==> src/bad_pkg.sv <==
package bad_pkg;

  // CORDIC datapath width: 61-bit scaled differences plus gain headroom
  localparam int XW = 64;
  // angle accumulator, signed picodegrees
  localparam int ZW = 50;
  // quotient bits of the picodegree to Q9.16 conversion
  localparam int QW = 26;
  // numerator bits of that conversion: 16 * |p| + ROUND_C stays below 2^52
  localparam int NW = 52;
  // the top 32 numerator bits feed the reciprocal multiply
  localparam int NHI = 32;
  // result width, signed Q9.16
  localparam int OW = 26;
  // fixed pre-scale target of the differences
  localparam int SCALE_TOP = 60;
  // register stages from the last CORDIC stage to the result
  localparam int CONV_STAGES = 6;

  localparam logic signed [ZW-1:0] PICO_90  = 50'sd90000000000000;
  localparam logic signed [ZW-1:0] PICO_180 = 50'sd180000000000000;

  // picodegrees * 2^16 / 1e12 reduces to (16 * p + ROUND_C) / 5^12
  localparam logic [31:0] DIV_D   = 32'd244140625;
  localparam logic [31:0] ROUND_C = 32'd122070312;

  // floor(2^59 / 5^12); the top 32 numerator bits times this, taken from bit 39 up,
  // undershoots the quotient by at most one
  localparam logic [31:0] RECIP       = 32'd2361183241;
  localparam int          RECIP_SHIFT = 39;

  localparam logic [QW-1:0] LOW_MAG  = 5898240;
  localparam logic [QW-1:0] HIGH_MAG = 17694720;
  localparam logic signed [OW-1:0] OUT_LOW  = -5898240;
  localparam logic signed [OW-1:0] OUT_HIGH = 17694720;

  typedef struct packed {
    logic vert;    // dx is zero
    logic dy_neg;  // dy below zero
    logic flip;    // dx below zero, vector turned through 180 degrees
  } side_t;

  // atan(2^-idx) in picodegrees
  function automatic logic signed [ZW-1:0] stage_angle(input int unsigned idx);
    logic [63:0] r;
    case (idx)
      0:  r = 64'd45000000000000;
      1:  r = 64'd26565051177078;
      2:  r = 64'd14036243467926;
      3:  r = 64'd7125016348902;
      4:  r = 64'd3576334374997;
      5:  r = 64'd1789910608246;
      6:  r = 64'd895173710211;
      7:  r = 64'd447614170861;
      8:  r = 64'd223810500369;
      9:  r = 64'd111905677066;
      10: r = 64'd55952891894;
      11: r = 64'd27976452617;
      12: r = 64'd13988227142;
      13: r = 64'd6994113675;
      14: r = 64'd3497056851;
      15: r = 64'd1748528427;
      16: r = 64'd874264214;
      default: r = (64'd57295779513082 + (64'd1 << (idx - 1))) >> idx;
    endcase
    return r[ZW-1:0];
  endfunction

endpackage

==> src/bad_div.sv <==
module bad_div (
  input  logic                            clk_i,
  input  logic                            rst_ni,
  input  logic                            valid_i,
  input  logic signed [bad_pkg::ZW-1:0]   z_i,
  input  bad_pkg::side_t                  side_i,
  output logic                            valid_o,
  output logic signed [bad_pkg::OW-1:0]   angle_o
);

  localparam int ZW  = bad_pkg::ZW;
  localparam int QW  = bad_pkg::QW;
  localparam int NW  = bad_pkg::NW;
  localparam int NHI = bad_pkg::NHI;
  localparam int OW  = bad_pkg::OW;
  localparam int PW  = ZW + 5;

  // angle in picodegrees, with the half-turn and vertical cases applied
  logic signed [ZW-1:0] pico_d, pico_q;
  logic                 pico_vld_q;

  always_comb begin
    if (side_i.vert) begin
      pico_d = side_i.dy_neg ? -bad_pkg::PICO_90 : bad_pkg::PICO_90;
    end else if (side_i.flip) begin
      pico_d = z_i + bad_pkg::PICO_180;
    end else begin
      pico_d = z_i;
    end
  end

  always_ff @(posedge clk_i or negedge rst_ni) begin
    if (!rst_ni) begin
      pico_vld_q <= 1'b0;
    end else begin
      pico_vld_q <= valid_i;
    end
  end

  always_ff @(posedge clk_i) begin
    pico_q <= pico_d;
  end

  // rounding numerator of the magnitude: 16 * |p| + half divisor
  logic signed [PW-1:0] p16, num;
  logic signed [PW-1:0] rnd;
  logic                 neg;

  assign p16 = PW'(pico_q) <<< 4;
  assign rnd = PW'(bad_pkg::ROUND_C);
  assign neg = pico_q[ZW-1];
  assign num = neg ? rnd - p16 : p16 + rnd;

  logic [NW-1:0] num_q;
  logic          num_neg_q;
  logic          num_vld_q;

  always_ff @(posedge clk_i or negedge rst_ni) begin
    if (!rst_ni) begin
      num_vld_q <= 1'b0;
    end else begin
      num_vld_q <= pico_vld_q;
    end
  end

  always_ff @(posedge clk_i) begin
    num_q     <= num[NW-1:0];
    num_neg_q <= neg;
  end

  // estimate the quotient from the top numerator bits
  logic [NHI-1:0] nhi;
  logic [63:0]    prod_d, prod_q;
  logic [31:0]    nlo_p_q;
  logic           prod_neg_q;
  logic           prod_vld_q;

  assign nhi    = num_q[NW-1:NW-NHI];
  assign prod_d = 64'(nhi) * 64'(bad_pkg::RECIP);

  always_ff @(posedge clk_i or negedge rst_ni) begin
    if (!rst_ni) begin
      prod_vld_q <= 1'b0;
    end else begin
      prod_vld_q <= num_vld_q;
    end
  end

  always_ff @(posedge clk_i) begin
    prod_q     <= prod_d;
    nlo_p_q    <= num_q[31:0];
    prod_neg_q <= num_neg_q;
  end

  // multiply the estimate back; only the low bits of the product matter
  logic [QW-2:0] qest;
  logic [31:0]   qd_d, qd_q;
  logic [QW-2:0] qest_q;
  logic [31:0]   nlo_m_q;
  logic          qd_neg_q;
  logic          qd_vld_q;

  assign qest = prod_q[63:bad_pkg::RECIP_SHIFT];
  assign qd_d = 32'(qest) * bad_pkg::DIV_D;

  always_ff @(posedge clk_i or negedge rst_ni) begin
    if (!rst_ni) begin
      qd_vld_q <= 1'b0;
    end else begin
      qd_vld_q <= prod_vld_q;
    end
  end

  always_ff @(posedge clk_i) begin
    qd_q     <= qd_d;
    qest_q   <= qest;
    nlo_m_q  <= nlo_p_q;
    qd_neg_q <= prod_neg_q;
  end

  // the remainder is below twice the divisor: bump the estimate once if needed
  logic [31:0]   rem;
  logic          ge;
  logic [QW-1:0] q_d, q_q;
  logic          q_neg_q;
  logic          q_vld_q;

  assign rem = nlo_m_q - qd_q;
  assign ge  = (rem >= bad_pkg::DIV_D);
  assign q_d = {1'b0, qest_q} + QW'(ge);

  always_ff @(posedge clk_i or negedge rst_ni) begin
    if (!rst_ni) begin
      q_vld_q <= 1'b0;
    end else begin
      q_vld_q <= qd_vld_q;
    end
  end

  always_ff @(posedge clk_i) begin
    q_q     <= q_d;
    q_neg_q <= qd_neg_q;
  end

  // restore the sign and clamp to -90 .. 270
  logic [QW-1:0]        qv;
  logic signed [OW-1:0] mag, angle_d, angle_q;
  logic                 out_vld_q;

  assign qv  = q_q;
  assign mag = OW'(qv);

  always_comb begin
    if (q_neg_q) begin
      angle_d = (qv > bad_pkg::LOW_MAG) ? bad_pkg::OUT_LOW : -mag;
    end else begin
      angle_d = (qv > bad_pkg::HIGH_MAG) ? bad_pkg::OUT_HIGH : mag;
    end
  end

  always_ff @(posedge clk_i or negedge rst_ni) begin
    if (!rst_ni) begin
      out_vld_q <= 1'b0;
    end else begin
      out_vld_q <= q_vld_q;
    end
  end

  always_ff @(posedge clk_i) begin
    angle_q <= angle_d;
  end

  assign valid_o = out_vld_q;
  assign angle_o = angle_q;

endmodule

==> config.mk <==
export PLATFORM = sky130hd
export DESIGN_NAME = bad_div
export DESIGN_NICKNAME = d
export VERILOG_FILES = /design/src/bad_pkg.sv /design/src/bad_div.sv
export SDC_FILE = /design/constraint.sdc
export NUM_CORES = 2
export LEC_CHECK = 0
export BUFFER_PORTS_ARGS = -buffer_cell sky130_fd_sc_hd__buf_2
export CAP_MARGIN = 5
export CORE_MARGIN = 5
export CORE_UTILIZATION = 35
export CTS_BUF_LIST = sky130_fd_sc_hd__clkbuf_8
export CTS_CLUSTER_SIZE = 25
export DETAILED_ROUTE_END_ITERATION = 10
export GPL_ROUTABILITY_DRIVEN = 0
export HOLD_SLACK_MARGIN = 0.06
export RECOVER_POWER = 25
export SYNTH_ARGS = -nofsm -noshare
export SYNTH_HDL_FRONTEND = slang
export SYNTH_SLANG_ARGS = --single-unit
==> constraint.sdc <==
create_clock -name clk_i -period 9.15 [get_ports clk_i]
set_input_delay 1.3725 -clock clk_i [delete_from_list [all_inputs] [get_ports clk_i]]
set_output_delay 1.3725 -clock clk_i [all_outputs]
set_load 0.02 [all_outputs]
After elaboration in Yosys (flattened, before gate mapping)
Index checks and enable logic that the tools add are counted.
- input port bits: 56
- flip-flop bits (word level): 349
- output and inout port bits: 27
- muxes and demuxes: 7
- $lt $le $gt $ge: 3
- multipliers: 2
- $add $sub $neg: 6
- operator list (cell ; number):
    50-bit 2-to-1 mux ; 3
    26-bit 2-to-1 mux ; 3
    32-bit by 32-bit multiplier with 64-bit output, second input constant ; 1
    52-bit by 28-bit adder with 52-bit output, second input constant ; 1
    52-bit 2-to-1 mux ; 1
    28-bit by 52-bit subtractor with 52-bit output, first input constant ; 1
    50-bit by 49-bit adder with 50-bit output, second input constant ; 1
    32-bit by 28-bit greater-or-equal comparator with 1-bit output, second input constant ; 1
    25-bit by 28-bit multiplier with 32-bit output, second input constant ; 1
    32-bit subtractor ; 1
    25-bit by 1-bit adder with 26-bit output ; 1
    26-bit by 23-bit greater-than comparator with 1-bit output, second input constant ; 1
    26-bit by 25-bit greater-than comparator with 1-bit output, second input constant ; 1
    26-bit negator ; 1

Logic depth before layout (Yosys ltp)
- depth after elaboration: 3
- depth in mapped cells: 27

Worst setup path before layout
Ideal clock, no wire load.
- path type: register to register
- start point: register num_q[29]
- end point: register prod_q[60]
- setup slack: 2.277 ns
- buffers on the path: 0
- setup time: 0.072 ns
- data required time: 9.078 ns
- cell stages (with the launch flop): 25
- data arrival time: 6.802 ns
- period minus slack after synthesis: 6.873 ns
- cell sequence: dfxtp_1 ha_1 inv_1 fa_1 inv_1 fa_1 fa_1 fa_1 fa_1 fa_1 inv_1 fa_1 inv_1 ha_1 nand2_1 or2_1 nand3b_1 o32ai_1 o21ai_1 o21ai_1 a21oi_1 o211ai_1 a21boi_1 a21oi_1 xor2_1
- cells in the longest elaborated chain, start to end: 1
- RTL lines (what ; line ; RTL):
    start, declared ; bad_div.sv:54 ; logic [NW-1:0] num_q;
    start signal, assigned ; bad_div.sv:67 ; num_q <= num[NW-1:0];
    32-bit by 32-bit multiplier with 64-bit output ; bad_div.sv:79 ; assign prod_d = 64'(nhi) * 64'(bad_pkg::RECIP);
    net prod_d[60] ; bad_div.sv:73 ; logic [63:0] prod_d, prod_q;
    end signal, assigned ; bad_div.sv:90 ; prod_q <= prod_d;
    end, declared ; bad_div.sv:73 ;
The timed path passes the listed nets, and every way through them passes these cells.

Worst setup path after layout
Same ends and word-level chain as after synthesis.

==> impl_metrics.tcl <==
set metrics [dict create \
    status "finished clean" \
    crit_type "reg -> reg" \
    startpoint "num_q[29]" \
    holdPathStages 0 \
    syn_area_per_cell_um2 9.900 \
    syn_inst 3162 \
    met3WireLength_um 4302 \
    grt_max_degree 72 \
    post_cts_buffers 0 \
    grt_overflow 0 \
    slew_headroom_pct 25.10 \
    drv_slew 0 \
    cp-end-kind "flop" \
    final_layout_size_suffix_gt1_share_pct 5.593 \
    hold_viol 0 \
    rsz0062_at_grt "false" \
    nNetsFinal 4314 \
    ys_async_sr_fraction_pct 2.048 \
    min-delay-start "nlo_p_q[10]" \
    ant_nets 0 \
    finalCritPeriodShare_pct 87.12 \
    synth-seq-area-share_pct 18.83 \
    post-synth-top-count-cell "inv_1" \
    cts-resized-gates 0 \
    drc 0 \
    cts_buffers 48 \
    fp.coreArea_mm2 0.08865 \
    hold_buffers 0 \
    whs_endpoint "nlo_m_q[10]" \
    routed-wl-met2_um 34550 \
    fin_skew_ns 0.08171 \
    worstReg2RegStart "num_q[29]" \
    ys_ff_latch 293 \
    grt_util_all_layers_pct 16.14 \
    synth-edff-count 0 \
    hold_class "reg -> reg" \
    cp_max_fo 7 \
    wl_per_cell_um 16.95 \
    period_needed_ns 7.972 \
    synth_top_area_share_pct 27.82 \
    synth.net_count 4206 \
    start_util_pct 35.31 \
    dp_hpwl_um 65410 \
    finalSetupViolations 0 \
    fmax_ghz 0.1254 \
    drv_cap 0 \
    synth_common_cells "inv_1, ha_1, fa_1" \
    clockRootBuffer "clkbuf_8" \
    fp.dieH_um 309.1 \
    highest_layer "met4" \
    portBuffers 82 \
    grt_pass1_vias 21930 \
    antenna_found_initial 2 \
    synthTopCellsByArea "fa_1, ha_1, dfxtp_1" \
    wl_met1_um 34990 \
    worst_ep_arrival_time_ns 8.49 \
    worst_ep_required_time_ns 9.66 \
    finalSetupTns_ns 0 \
    r2r-end "prod_q[60]" \
    worst_pin_slew_ns 1.121 \
    ff2ff_path_depth 25 \
    yosys_warnings 0 \
    h-tree-depth 2 \
    grt_pass1_wl_um 121400 \
    cts.sinks 293 \
    num_rows 109 \
    clk_pin_slew_ns 0.06 \
    first_iter_violations 1162 \
    cts_buffer_depth 3 \
    netlist_area_mm2 0.03130 \
    wl_um 75860 \
    cp-start-kind "flop" \
    io_pins 83 \
    dieWidth_um 309.1 \
    clkLatencyLatePin_ns 0.70 \
    yosys.area.top_type "fa_1" \
    firstDrtPassIters 5 \
    tritoncts "done" \
    ff2ff_setup_slack_ns 1.18 \
    synth_cell_types 80 \
    vias 21140 \
    die_area_mm2 0.09552 \
    viasPerCell 4.725 \
    synth_ff_type "dfxtp_1" \
    syn2layout_area_growth_pct 9.353 \
]
[logic make-up (layout without fill, tap and decap cells)]
family	after synthesis	count (layout)	synth area share [%]
buffers and inverters	775	921	9.301
other	0	2	0
AO/OA/AOI/OAI	456	456	9.166
flip-flops	293	293	18.83
AND/OR/NAND/NOR	449	449	7.135
multiplexers	4	4	0.1279
XOR/XNOR	197	197	5.512
adder cells (fa/ha/maj)	988	988	49.92
[flip-flops by register name, indices dropped and copies added (netlist names), 25 cells and up]
name,flops
prod_q,28
qest_q,25
mag,26
angle_o,26
pico_q,49
nlo_p_q,25
nlo_m_q,28
num_q,48
qd_q,28
[final cells by class]
cell class / count / area [um^2]
sequential: 293 / 5897
inverter: 743 / 2789
clock buffer: 57 / 784.5
multi-input combinational: 2094 / 22500
clock inverter: 31 / 341.6
timing repair buffer: 90 / 457.9
fill: 8848 / 54420
antenna: 2 / 5.005
tap: 1165 / 1458
[through the flow]
| stage | area [um^2] | util [%] | hold slack (ns) | setup slack, ns | instances |
|---|---|---|---|---|---|
| after floorplan | 31300 | - | 0.3096 | 2.277 | 3162 |
| after global placement | 33110 | 37.35 | 0.3115 | 1.413 | 4385 |
| after detailed placement | 33110 | 37.35 | 0.3121 | 1.295 | 4385 |
| after CTS | 34240 | 38.62 | 0.2989 | 1.251 | 4473 |
| after global routing | 34230 | 38.61 | 0.3311 | 0.7869 | 4474 |
| final | 34230 | 38.61 | 0.3054 | 1.178 | 4475 |
[worst max-delay path, stage by stage (launching register included)]
cell	delay [ns]
dfxtp_1	0.56
ha_1	0.42
xor2_1	0.19
ha_1	0.29
inv_1	0.05
fa_1	0.54
fa_1	0.44
fa_1	0.52
inv_1	0.07
fa_1	0.52
fa_1	0.56
inv_1	0.06
fa_1	0.53
inv_1	0.04
ha_1	0.30
nand4_1	0.08
nor2_1	0.13
a221oi_1	0.84
o211ai_1	0.17
o21ai_1	0.23
o21ai_1	0.16
a21oi_1	0.30
o211ai_1	0.23
a21boi_1	0.31
a21oi_1	0.13
xor2_1	0.15
[per-layer routing]
metal / GRT usage [%] / up-vias
met5: 0 / -
met4: 4.300 / 0
met3: 3.115 / 123
met2: 26.21 / 475
met1: 22.22 / 10160
li1: - / 10390
[how the worst max path moves through the flow]
stage | to | slack (ns) | cells past startpoint
after floorplan | prod_q[60] | 2.28 | 24
after global placement | prod_q[60] | 1.41 | 25
after detailed placement | prod_q[60] | 1.29 | 25
after CTS | prod_q[60] | 1.25 | 25
after global routing | prod_q[60] | 0.79 | 27
final | prod_q[60] | 1.18 | 25
[layout by cell type (no fill, tap or decap), drive strengths merged, types with 14 or more instances in the layout]
cell type and instances:
o21a 16, dfxtp 287, a21o 44, and2 14
nand2b 15, buf 86, nand2 107, a21oi 148
nand4 17, or3 16, ha 553, and3 14
nand3 40, xor2 77, fa 435, clkbuf 61
nor3 33, nor2 109, xnor2 120, o21bai 16
nor2b 30, o22ai 15, inv 754, a31oi 18
or2 14, o21ai 104
Power is left out: the tool's default activity adds up to more than one toggle a clock period on the data nets, which glitch-free logic cannot reach.
