$ cat src/bad_pkg.sv
package bad_pkg;

  // CORDIC datapath width: 61-bit scaled differences plus gain headroom
  localparam int XW = 64;
  // angle accumulator, signed picodegrees
  localparam int ZW = 50;
  // quotient bits of the picodegree to Q9.16 conversion
  localparam int QW = 26;
  // numerator bits of that conversion: 16 * |p| + ROUND_C stays below 2^52
  localparam int NW = 52;
  // the top 32 numerator bits feed the reciprocal multiply
  localparam int NHI = 32;
  // result width, signed Q9.16
  localparam int OW = 26;
  // fixed pre-scale target of the differences
  localparam int SCALE_TOP = 60;
  // register stages from the last CORDIC stage to the result
  localparam int CONV_STAGES = 6;

  localparam logic signed [ZW-1:0] PICO_90  = 50'sd90000000000000;
  localparam logic signed [ZW-1:0] PICO_180 = 50'sd180000000000000;

  // picodegrees * 2^16 / 1e12 reduces to (16 * p + ROUND_C) / 5^12
  localparam logic [31:0] DIV_D   = 32'd244140625;
  localparam logic [31:0] ROUND_C = 32'd122070312;

  // floor(2^59 / 5^12); the top 32 numerator bits times this, taken from bit 39 up,
  // undershoots the quotient by at most one
  localparam logic [31:0] RECIP       = 32'd2361183241;
  localparam int          RECIP_SHIFT = 39;

  localparam logic [QW-1:0] LOW_MAG  = 5898240;
  localparam logic [QW-1:0] HIGH_MAG = 17694720;
  localparam logic signed [OW-1:0] OUT_LOW  = -5898240;
  localparam logic signed [OW-1:0] OUT_HIGH = 17694720;

  typedef struct packed {
    logic vert;    // dx is zero
    logic dy_neg;  // dy below zero
    logic flip;    // dx below zero, vector turned through 180 degrees
  } side_t;

  // atan(2^-idx) in picodegrees
  function automatic logic signed [ZW-1:0] stage_angle(input int unsigned idx);
    logic [63:0] r;
    case (idx)
      0:  r = 64'd45000000000000;
      1:  r = 64'd26565051177078;
      2:  r = 64'd14036243467926;
      3:  r = 64'd7125016348902;
      4:  r = 64'd3576334374997;
      5:  r = 64'd1789910608246;
      6:  r = 64'd895173710211;
      7:  r = 64'd447614170861;
      8:  r = 64'd223810500369;
      9:  r = 64'd111905677066;
      10: r = 64'd55952891894;
      11: r = 64'd27976452617;
      12: r = 64'd13988227142;
      13: r = 64'd6994113675;
      14: r = 64'd3497056851;
      15: r = 64'd1748528427;
      16: r = 64'd874264214;
      default: r = (64'd57295779513082 + (64'd1 << (idx - 1))) >> idx;
    endcase
    return r[ZW-1:0];
  endfunction

endpackage

$ cat src/bad_prep.sv
module bad_prep #(
  parameter int COORD_WIDTH = 32
) (
  input  logic                            clk_i,
  input  logic                            rst_ni,
  input  logic                            valid_i,
  input  logic signed [COORD_WIDTH-1:0]   start_x_i,
  input  logic signed [COORD_WIDTH-1:0]   start_y_i,
  input  logic signed [COORD_WIDTH-1:0]   end_x_i,
  input  logic signed [COORD_WIDTH-1:0]   end_y_i,
  output logic                            valid_o,
  output logic signed [bad_pkg::XW-1:0]   x_o,
  output logic signed [bad_pkg::XW-1:0]   y_o,
  output bad_pkg::side_t                  side_o
);

  localparam int DW    = COORD_WIDTH + 1;
  localparam int XW    = bad_pkg::XW;
  localparam int GUARD = bad_pkg::SCALE_TOP - COORD_WIDTH;

  logic signed [DW-1:0] dx, dy, ndx, ndy, xin, yin;
  logic signed [XW-1:0] x_d, y_d, x_q, y_q;
  bad_pkg::side_t       side_d, side_q;
  logic                 valid_q;

  always_comb begin
    dx  = DW'(end_x_i) - DW'(start_x_i);
    dy  = DW'(end_y_i) - DW'(start_y_i);
    ndx = DW'(start_x_i) - DW'(end_x_i);
    ndy = DW'(start_y_i) - DW'(end_y_i);
    side_d.vert   = (dx == '0);
    side_d.dy_neg = dy[DW-1];
    side_d.flip   = dx[DW-1];
    // turn a left-pointing vector into the right half-plane
    xin = side_d.flip ? ndx : dx;
    yin = side_d.flip ? ndy : dy;
    x_d = XW'(xin) <<< GUARD;
    y_d = XW'(yin) <<< GUARD;
  end

  always_ff @(posedge clk_i or negedge rst_ni) begin
    if (!rst_ni) begin
      valid_q <= 1'b0;
    end else begin
      valid_q <= valid_i;
    end
  end

  always_ff @(posedge clk_i) begin
    x_q    <= x_d;
    y_q    <= y_d;
    side_q <= side_d;
  end

  assign valid_o = valid_q;
  assign x_o     = x_q;
  assign y_o     = y_q;
  assign side_o  = side_q;

endmodule

$ cat config.mk
export PLATFORM = sky130hd
export DESIGN_NAME = bad_prep
export DESIGN_NICKNAME = d
export VERILOG_FILES = /design/src/bad_pkg.sv /design/src/bad_prep.sv
export SDC_FILE = /design/constraint.sdc
export NUM_CORES = 1
export LEC_CHECK = 0
export BUFFER_PORTS_ARGS = -buffer_cell sky130_fd_sc_hd__buf_2
export CAP_MARGIN = 20
export CORE_MARGIN = 5
export CORE_UTILIZATION = 45
export CTS_CLUSTER_SIZE = 20
export DETAILED_ROUTE_END_ITERATION = 12
export PLACE_DENSITY = 0.7
export SETUP_SLACK_MARGIN = 0.2
export SLEW_MARGIN = 20
export SYNTH_ARGS = -nofsm -noshare
export SYNTH_HDL_FRONTEND = slang
export SYNTH_SLANG_ARGS = --single-unit
$ cat constraint.sdc
create_clock -name clk_i -period 1.9 [get_ports clk_i]
set_clock_uncertainty 0.15 [all_clocks]
set_input_delay 0.285 -clock clk_i [delete_from_list [all_inputs] [get_ports clk_i]]
set_output_delay 0.285 -clock clk_i [all_outputs]
set_load 0.01 [all_outputs]
Word-level counts from Yosys, hierarchy flattened
Cells that the tools add are included.
- output and inout port bits: 132
- word-level logic and storage cells: 13
- register bits: 70
- input port bits: 131
- add/sub/neg operators: 4
- multiplexer cells: 2
- reduce and logical (&&, ||, !) cells: 1
- operators by type and width (operator ; number):
    32-bit by 32-bit subtractor with 33-bit output ; 4
    33-bit 2-to-1 mux ; 2
    33-bit zero test ; 1

Longest topological paths before layout
Gate-level depths: netlist of run 1.
- depth in word-level cells: 2
- mapped depth: 17

Worst setup path before layout of run 1
No wires, ideal clock.
- kind: input -> register
- from: input end_x_i[0]
- to: register y_o[60] (netlist name)
- stages on the path: 15
- arrival: 2626 ps
- setup slack: -999 ps
- buffers on the path: 3
- data required time: 1627 ps
- path through: inv_1 -> ha_1 -> inv_1 -> fa_1 -> nand3_1 -> a211oi_2 -> nor2_2 -> o31a_1 -> o2111ai_1 -> and2_1 -> buf_4 -> inv_4 -> buf_6 -> buf_2 -> mux2_1
- word-level cells in the longest chain between the ends: 2
- ends and longest elaborated chain (what ; line ; RTL):
    start: declaration ; bad_prep.sv:9 ; input logic signed [COORD_WIDTH-1:0] end_x_i,
    32-bit by 32-bit subtractor with 33-bit output ; bad_prep.sv:27 ; dx = DW'(end_x_i) - DW'(start_x_i);
    33-bit 2-to-1 mux ; bad_prep.sv:36 ; yin = side_d.flip ? ndy : dy;
    net yin[32] ; bad_prep.sv:21 ; logic signed [DW-1:0] dx, dy, ndx, ndy, xin, yin;
The timed path passes the listed nets, and every way through them passes these cells.

==> results of run 1 <==
## cell type report
class | count | area [um2]
Multi-Input combinational cell | 970 | 8474
Timing Repair Buffer | 683 | 5139
Fill cell | 1365 | 4449
Sequential cell | 70 | 1406
Inverter | 158 | 656.9
Tap cell | 275 | 344.1
Clock buffer | 11 | 252.7
Clock inverter | 5 | 128.9
Timing Repair inverter | 2 | 32.53
Antenna cell | 2 | 5.005
## power by group through the flow
stage	Sequential (mW)	Combinational [mW]	Clock, mW
3_5_place_dp	2.12	5.02	0
5_1_grt	2.13	7.08	2.29
2_1_floorplan	2.33	2.64	0
4_1_cts	2.09	5.70	2.24
6_report	2.09	6.72	2.25
3_3_place_gp	2.11	4.94	0
## sequential cells by signal, indices dropped and copies added (netlist names)
register / count
valid_o: 1
y_o: 33
side_o: 3
x_o: 33
## kinds of logic after synthesis
kind of cell,share of synthesized area
flops,0.1487
buf+inv,0.1450
simple gates,0.1435
xor+xnor,0.07221
other cells,0.0003964
fa+ha+maj,0.1791
mux,0.02182
compound gates,0.2894
## worst max-delay path, cell delays in order
cell                       delay, ns
sky130_fd_sc_hd__buf_12         0.09
sky130_fd_sc_hd__inv_12         0.03
sky130_fd_sc_hd__ha_4           0.15
sky130_fd_sc_hd__inv_2          0.06
sky130_fd_sc_hd__fa_2           0.26
sky130_fd_sc_hd__nand3_2        0.10
sky130_fd_sc_hd__a211oi_2       0.28
sky130_fd_sc_hd__nor2_2         0.07
sky130_fd_sc_hd__buf_4          0.14
sky130_fd_sc_hd__buf_6          0.13
sky130_fd_sc_hd__xnor2_1        0.14
sky130_fd_sc_hd__nor4_1         0.35
sky130_fd_sc_hd__and4_1         0.26
sky130_fd_sc_hd__and4_1         0.22
sky130_fd_sc_hd__nand4_1        0.12
sky130_fd_sc_hd__nor4b_2        0.29
## through the flow
stage,hold slack [ns],power [mW],cell area [um2],util
5_1_grt,0.04629,11.50,16440,0.7869
2_1_floorplan,-0.1606,4.971,10070,-
6_report,0.04691,11.06,16440,0.7870
4_1_cts,0.03719,10.03,15210,0.7281
3_3_place_gp,-0.09086,7.058,13580,0.6503
3_5_place_dp,-0.08823,7.139,13580,0.6503
## per-layer routing
| layer | wire length [um] | GRT usage | vias up |
|---|---|---|---|
| li1 | - | - | 5537 |
| met1 | 14830 | 0.3337 | 5709 |
| met2 | 20090 | 0.5078 | 656 |
| met3 | 2868 | 0.02837 | 200 |
| met4 | 2506 | 0.1350 | 0 |
| met5 | 0 | 0 | - |
## worst paths after layout
check	from	endpoint
min in group asynchronous	rst_ni	valid_o
max in group asynchronous	rst_ni	valid_o
setup / recovery	end_x_i[0]	side_o[2]
hold / removal	end_y_i[0]	y_o[28]
## timing repair
item / in CTS / in global routing
pin swaps: 90 / 105
hold buffers: 2 / 0
resized for setup: 211 / 165
endpoints found under the setup margin: 67 / 67
gates cloned: 3 / 6
setup buffers: 34 / 34
hold endpoints to repair: 2 / 0
## cells in the final DEF, fill, tap and decap left out, drive strengths merged, types with 6 or more instances in the layout
cell and n:
inv 159, a211oi 14, mux2i 18, nand2 70, o21a 19, or3 15
a221oi 9, a21oi 127, nor3 22, and4 6, a21o 63, a31oi 9
buf 677, nor2b 16, xnor2 54, nand4 18, o211ai 18, ha 129
nor2 57, xor2 24, o21bai 22, dfxtp 69, conb 56, clkbuf 15
or2 13, o21ai 72, and2 10, nand3 22, o31ai 12
==> results.tsv, run 1 <==
stage	metric	value	unit
run_status	outcome	finished, violations left	
run_status	failed_checks	setup timing	
clocking	cts_tree	done	
timing	finalCritPeriodShare	1.505	
yosys	yosysMostFrequentCell	sky130_fd_sc_hd__inv_1	
layout	final_cells	2176	
placement	worst_setup_slack_after_placement	-1.273	ns
pwr	p_switching	4.285	mW
pwr	power.share.combinational	0.608	
worst_setup_path	worstSetupStartpointType	input port	
yosys	distinct_cell_type_count_of_the_synthesized_netlist	81	
timing	maxClockFrequency	349.8	MHz
detailed_routing	average_wire_length_per_cell_after_detail_routing	18.51	um
worst_setup_path	timing.critical_path.arrival	2.97	ns
floorplan	placement_rows	53	
timing	period_minus_slack	2.859	ns
clocking	max-clock-path-buffers	2	
worst_setup_path	timing.critical_path.to_type	flop	
detailed_routing	dr_total_vias	12100	
yosys	synth_enable_flop_cells	0	
layout	area_growth_syn_to_layout	73.77	%
timing	hold_viol	0	
pwr	p_int	6.777	mW
placement	placed_cells	2079	
yosys	synth-async-reset-ratio	0.01429	
timing	timing.final.ws_setup	-0.9587	ns
worst_setup_path	worstPathRequired	2.01	ns
floorplan	die_x	155.0	um
detailed_routing	remaining_drc_errors	0	
yosys	synth.top_cells.by_count	157 x sky130_fd_sc_hd__inv_1, 129 x sky130_fd_sc_hd__ha_1, 125 x sky130_fd_sc_hd__a21oi_1	
timing	maxSlewViolCount	0	
job	max_cap_viol_count	0	
timing	report.final.setup_viol	67	
worst_hold_path	min_path_cells	3	
clocking	cts_sinks	70	
yosys	synth_largest_area_cell	sky130_fd_sc_hd__ha_1	
grt	gr-total-overflow	0	
detailed_routing	avgViaCountPerCell	5.562	
yosys	mappedNetlistArea	9460	um2
timing	worst-slew-pin-transition	0.7501	ns
floorplan	coreArea	20890	um2
layout	fin_nets	2158	
yosys	synth_flop_type	sky130_fd_sc_hd__dfxtp_1	
pwr	irDropWorstVdd	0.3366	mV
yosys	avgSynthCellArea	7.461	um2
grt	grt_start_max_net_pins	20	
detailed_routing	initial_drc_count	1046	
worst_setup_path	timing.setup.critical_path_class	in -> reg	
detailed_routing	antenna_left	0	
grt	first_global_vias	11510	
worst_hold_path	hold_class	in -> reg	
yosys	netlist_instances	1268	
yosys	netlist.area_leader.share	0.1706	
clocking	cts_inserted_buffers	9	
grt	grt_first_pass_wirelength	56030	um
timing	timing.slew.headroom	0.4947	
floorplan	die_h	155.0	um
floorplan	initial_util	0.4529	
pwr	switching_share	0.3873	
clocking	clk_transition_reported_paths	0.06	ns
pwr	pwr-share-seq	0.189	
grt	antenna_found_initial	1	
floorplan	count_of_pins_on_the_block_boundary	263	
placement	gpl.final_weighted_congestion	0.9614	
yosys	seq_area_frac_synth	0.1487	
yosys	netlist_top_cells_area	sky130_fd_sc_hd__ha_1 17%, sky130_fd_sc_hd__dfxtp_1 15%, sky130_fd_sc_hd__a21oi_1 6.6%, sky130_fd_sc_hd__inv_1 6.2%, sky130_fd_sc_hd__buf_4 5.3%	
clocking	maximum_level_of_the_cts_h_tree	3	
pwr	static_power_due_to_leakage	8.314	nW
yosys	synthesized_flop_and_latch_total	70	
detailed_routing	finalWirelength	40290	um
placement	post-dp-hpwl	27640	um
worst_setup_path	timing.critical_path.fanout_max	6	
timing	setup_total_negative_slack	-51.49	ns
yosys	yosys_warnings	0	
clocking	cts_root_buf	sky130_fd_sc_hd__clkbuf_16	
layout	final_layout_size_suffix_gt1_frac	0.5071	
detailed_routing	dr.pass1.iters	5	
placement	placement.io_buffers	206	
timing	rsz0062_at_grt	true	
floorplan	die_area	24020	um2
grt	groute.usage.overall	0.2818	
pwr	power_density	672.9	nW/um2
pwr	clock_power_share	0.203	
Power figures use the tool's default switching activity.
==> run 2: changes to the inputs <==
- CTS_BUF_LIST: not set -> sky130_fd_sc_hd__clkbuf_16
- GPL_ROUTABILITY_DRIVEN: not set -> 0
==> run 2 against run 1 <==
  * The flow still finishes with violations (setup timing)
  * Die area unchanged
  * Sequential share of layout area increased by 0.58 points
  * First-iteration DRC count decreased by 13%
  * Clock power decreased by 23%
  * Critical endpoint is now x_o[36]
  * Largest power group unchanged
==> results.tsv, run 2 (synthesized netlist as in run 1, its figures left out) <==
stage	metric	value	unit	change
pwr	power_density	635.6	nW/um2	-5.5%
timing	maxClockFrequency	376.0	MHz	+7.5%
worst_hold_path	hold_class	in -> async		
floorplan	placement_rows	53		unchanged
layout	layout.cells.most_common	sky130_fd_sc_hd__buf_4		
worst_setup_path	worstPathRequired	2.02	ns	about the same
grt	antenna_found_initial	0		-1
detailed_routing	dr.pass1.iters	5		unchanged
timing	timing.slew.headroom	0.5347		+0.04005
worst_setup_path	cp.buffers_inverters	5		unchanged
placement	post-dp-hpwl	26830	um	-2.9%
floorplan	die_area	24020	um2	unchanged
timing	finalCritPeriodShare	1.400		-0.1047
placement	worst_setup_slack_after_placement	-1.174	ns	+0.09928 ns
grt	grt_start_max_net_pins	21		+5.0%
detailed_routing	finalWirelength	36280	um	-9.9%
clocking	cts_tree	done		
detailed_routing	initial_drc_count	905		-13%
grt	grt_first_pass_wirelength	54730	um	-2.3%
pwr	switching_share	0.4033		+0.01596
pwr	pwr-share-seq	0.214		+0.025
worst_setup_path	timing.critical_path.to_type	flop		
layout	commonest_cells_after_routing_fill_and_taps_aside	409 x sky130_fd_sc_hd__buf_4, 195 x sky130_fd_sc_hd__buf_2, 142 x sky130_fd_sc_hd__inv_1		
worst_setup_path	slowest_stage	sky130_fd_sc_hd__ha_1		
timing	maxSlewViolCount	0		unchanged
detailed_routing	antenna_left	0		unchanged
worst_setup_path	timing.critical_path.arrival	2.78	ns	-0.19 ns
floorplan	die_h	155.0	um	unchanged
detailed_routing	average_wire_length_per_cell_after_detail_routing	17.07	um	-7.8%
clocking	cts_inserted_buffers	9		unchanged
run_status	failed_checks	setup timing		
floorplan	initial_util	0.4529		unchanged
layout	final_layout_size_suffix_gt1_frac	0.4751		-0.03197
grt	first_global_vias	11380		-1.1%
clocking	max-clock-path-buffers	2		unchanged
timing	timing.final.ws_setup	-0.7598	ns	+0.1989 ns
worst_setup_path	timing.critical_path.fanout_max	20		+14
pwr	irDropWorstVdd	0.4016	mV	+19%
worst_setup_path	cp_cell_sequence	buf_2 > inv_1 > ha_1 > buf_4 > a21oi_1 > o211ai_1 > a21oi_2 > o2111ai_2 > and2_4 > inv_8 > buf_4 > mux2i_1 > xor2_1		
clocking	clk_transition_reported_paths	0.06	ns	about the same
clocking	cts_root_buf	sky130_fd_sc_hd__clkbuf_16		
layout	fin_nets	2109		-2.3%
job	max_cap_viol_count	0		unchanged
layout	multi_input_comb_area	8238	um2	-2.8%
timing	report.final.setup_viol	67		unchanged
timing	hold_viol	0		unchanged
pwr	static_power_due_to_leakage	7.861	nW	-5.5%
pwr	p_int	5.840	mW	-14%
layout	register_area	1406	um2	unchanged
placement	placement.io_buffers	206		unchanged
layout	insertedDiodeCount	0		-2
layout	area_growth_syn_to_layout	62.77	%	
pwr	p_switching	3.947	mW	-7.9%
timing	worst-slew-pin-transition	0.6906	ns	-0.05944 ns
detailed_routing	dr_total_vias	11630		-3.9%
worst_setup_path	worstSetupStartpointType	input port		
clocking	cts_sinks	70		unchanged
floorplan	coreArea	20890	um2	unchanged
floorplan	die_x	155.0	um	unchanged
timing	period_minus_slack	2.660	ns	-0.1989 ns
worst_setup_path	kind_of_cell_adding_the_most_delay_to_the_critical_path	compound AO/OA/AOI/OAI gates		
layout	fillers	1471		+7.8%
floorplan	count_of_pins_on_the_block_boundary	263		unchanged
worst_setup_path	most_prevalent_standard_cell_on_the_critical_path	sky130_fd_sc_hd__buf_4		
pwr	clock_power_share	0.176		-0.027
clocking	maximum_level_of_the_cts_h_tree	3		unchanged
detailed_routing	avgViaCountPerCell	5.472		-1.6%
run_status	outcome	finished, violations left		
detailed_routing	remaining_drc_errors	0		unchanged
grt	groute.usage.overall	0.2750		-0.006725
pwr	total_power	9.787	mW	-12%
worst_setup_path	timing.setup.critical_path_class	in -> reg		
grt	gr-total-overflow	0		unchanged
timing	rsz0062_at_grt	true		
pwr	power.share.combinational	0.610		+0.002
worst_setup_path	critPathMaxStageDelay	0.31	ns	-0.04 ns
==> run 2: repair_timing <==
action                                 4_1_cts  5_1_grt
pin swaps                                   86       68
resized for setup                          180       90
setup endpoints to repair                   67       67
cloned                                       3        0
endpoints found under the hold margin        2        0
hold buffers                                 2        0
setup buffers                               26       11
==> run 2: worst max path at each step <==
stage | startpoint | end | slack (ns) | depth (start not counted)
2_1_floorplan | end_x_i[0] | y_o[53] | -0.78 | 17
3_3_place_gp | end_x_i[0] | side_o[2] | -1.12 | 14
3_5_place_dp | end_x_i[0] | y_o[48] | -1.17 | 15
4_1_cts | end_x_i[0] | side_o[2] | -0.71 | 14
5_1_grt | end_x_i[0] | side_o[2] | -0.83 | 14
6_report | start_x_i[21] | x_o[36] | -0.76 | 13
==> run 2: through the flow <==
stage                     std cells  hold WS, ns  setup TNS (ns)  instance area, um2  utilization
after floorplan                1323      -0.1606          -46.16               10070            -
after global placement         2067     -0.09086          -65.63               13510       0.6466
after detailed placement       2067     -0.08909          -68.96               13510       0.6466
after CTS                      2114      0.08117          -40.30               14870       0.7118
after global routing           2125      0.08492          -46.50               15400       0.7372
final                          2125      0.08147          -42.86               15400       0.7372
==> run 2: layout make-up <==
cell class / count / share of cell area
Multi-Input combinational cell: 970 / 0.5350
Timing Repair Buffer: 636 / 0.2911
Sequential cell: 70 / 0.09133
Inverter: 158 / 0.04144
Tap cell: 275 / 0.02235
Clock buffer: 9 / 0.01463
Clock inverter: 7 / 0.004225
==> run 2: per-layer routing <==
metal | vias to the layer above | routed length [um] | global-route usage
li1 | 5451 | - | -
met3 | 129 | 2415 | 0.03338
met1 | 5434 | 13790 | 0.3140
met2 | 615 | 18440 | 0.4953
met5 | - | 0 | 0
met4 | 0 | 1640 | 0.1526
==> run 2: power groups by stage <==
stage	registers, mW	logic [mW]	clock network [mW]
finish	2.09	5.97	1.73
global route	2.14	6.33	1.81
detailed placement	2.12	4.96	0
CTS	2.10	5.52	1.75
floorplan	2.33	2.64	0
global placement	2.12	4.86	0
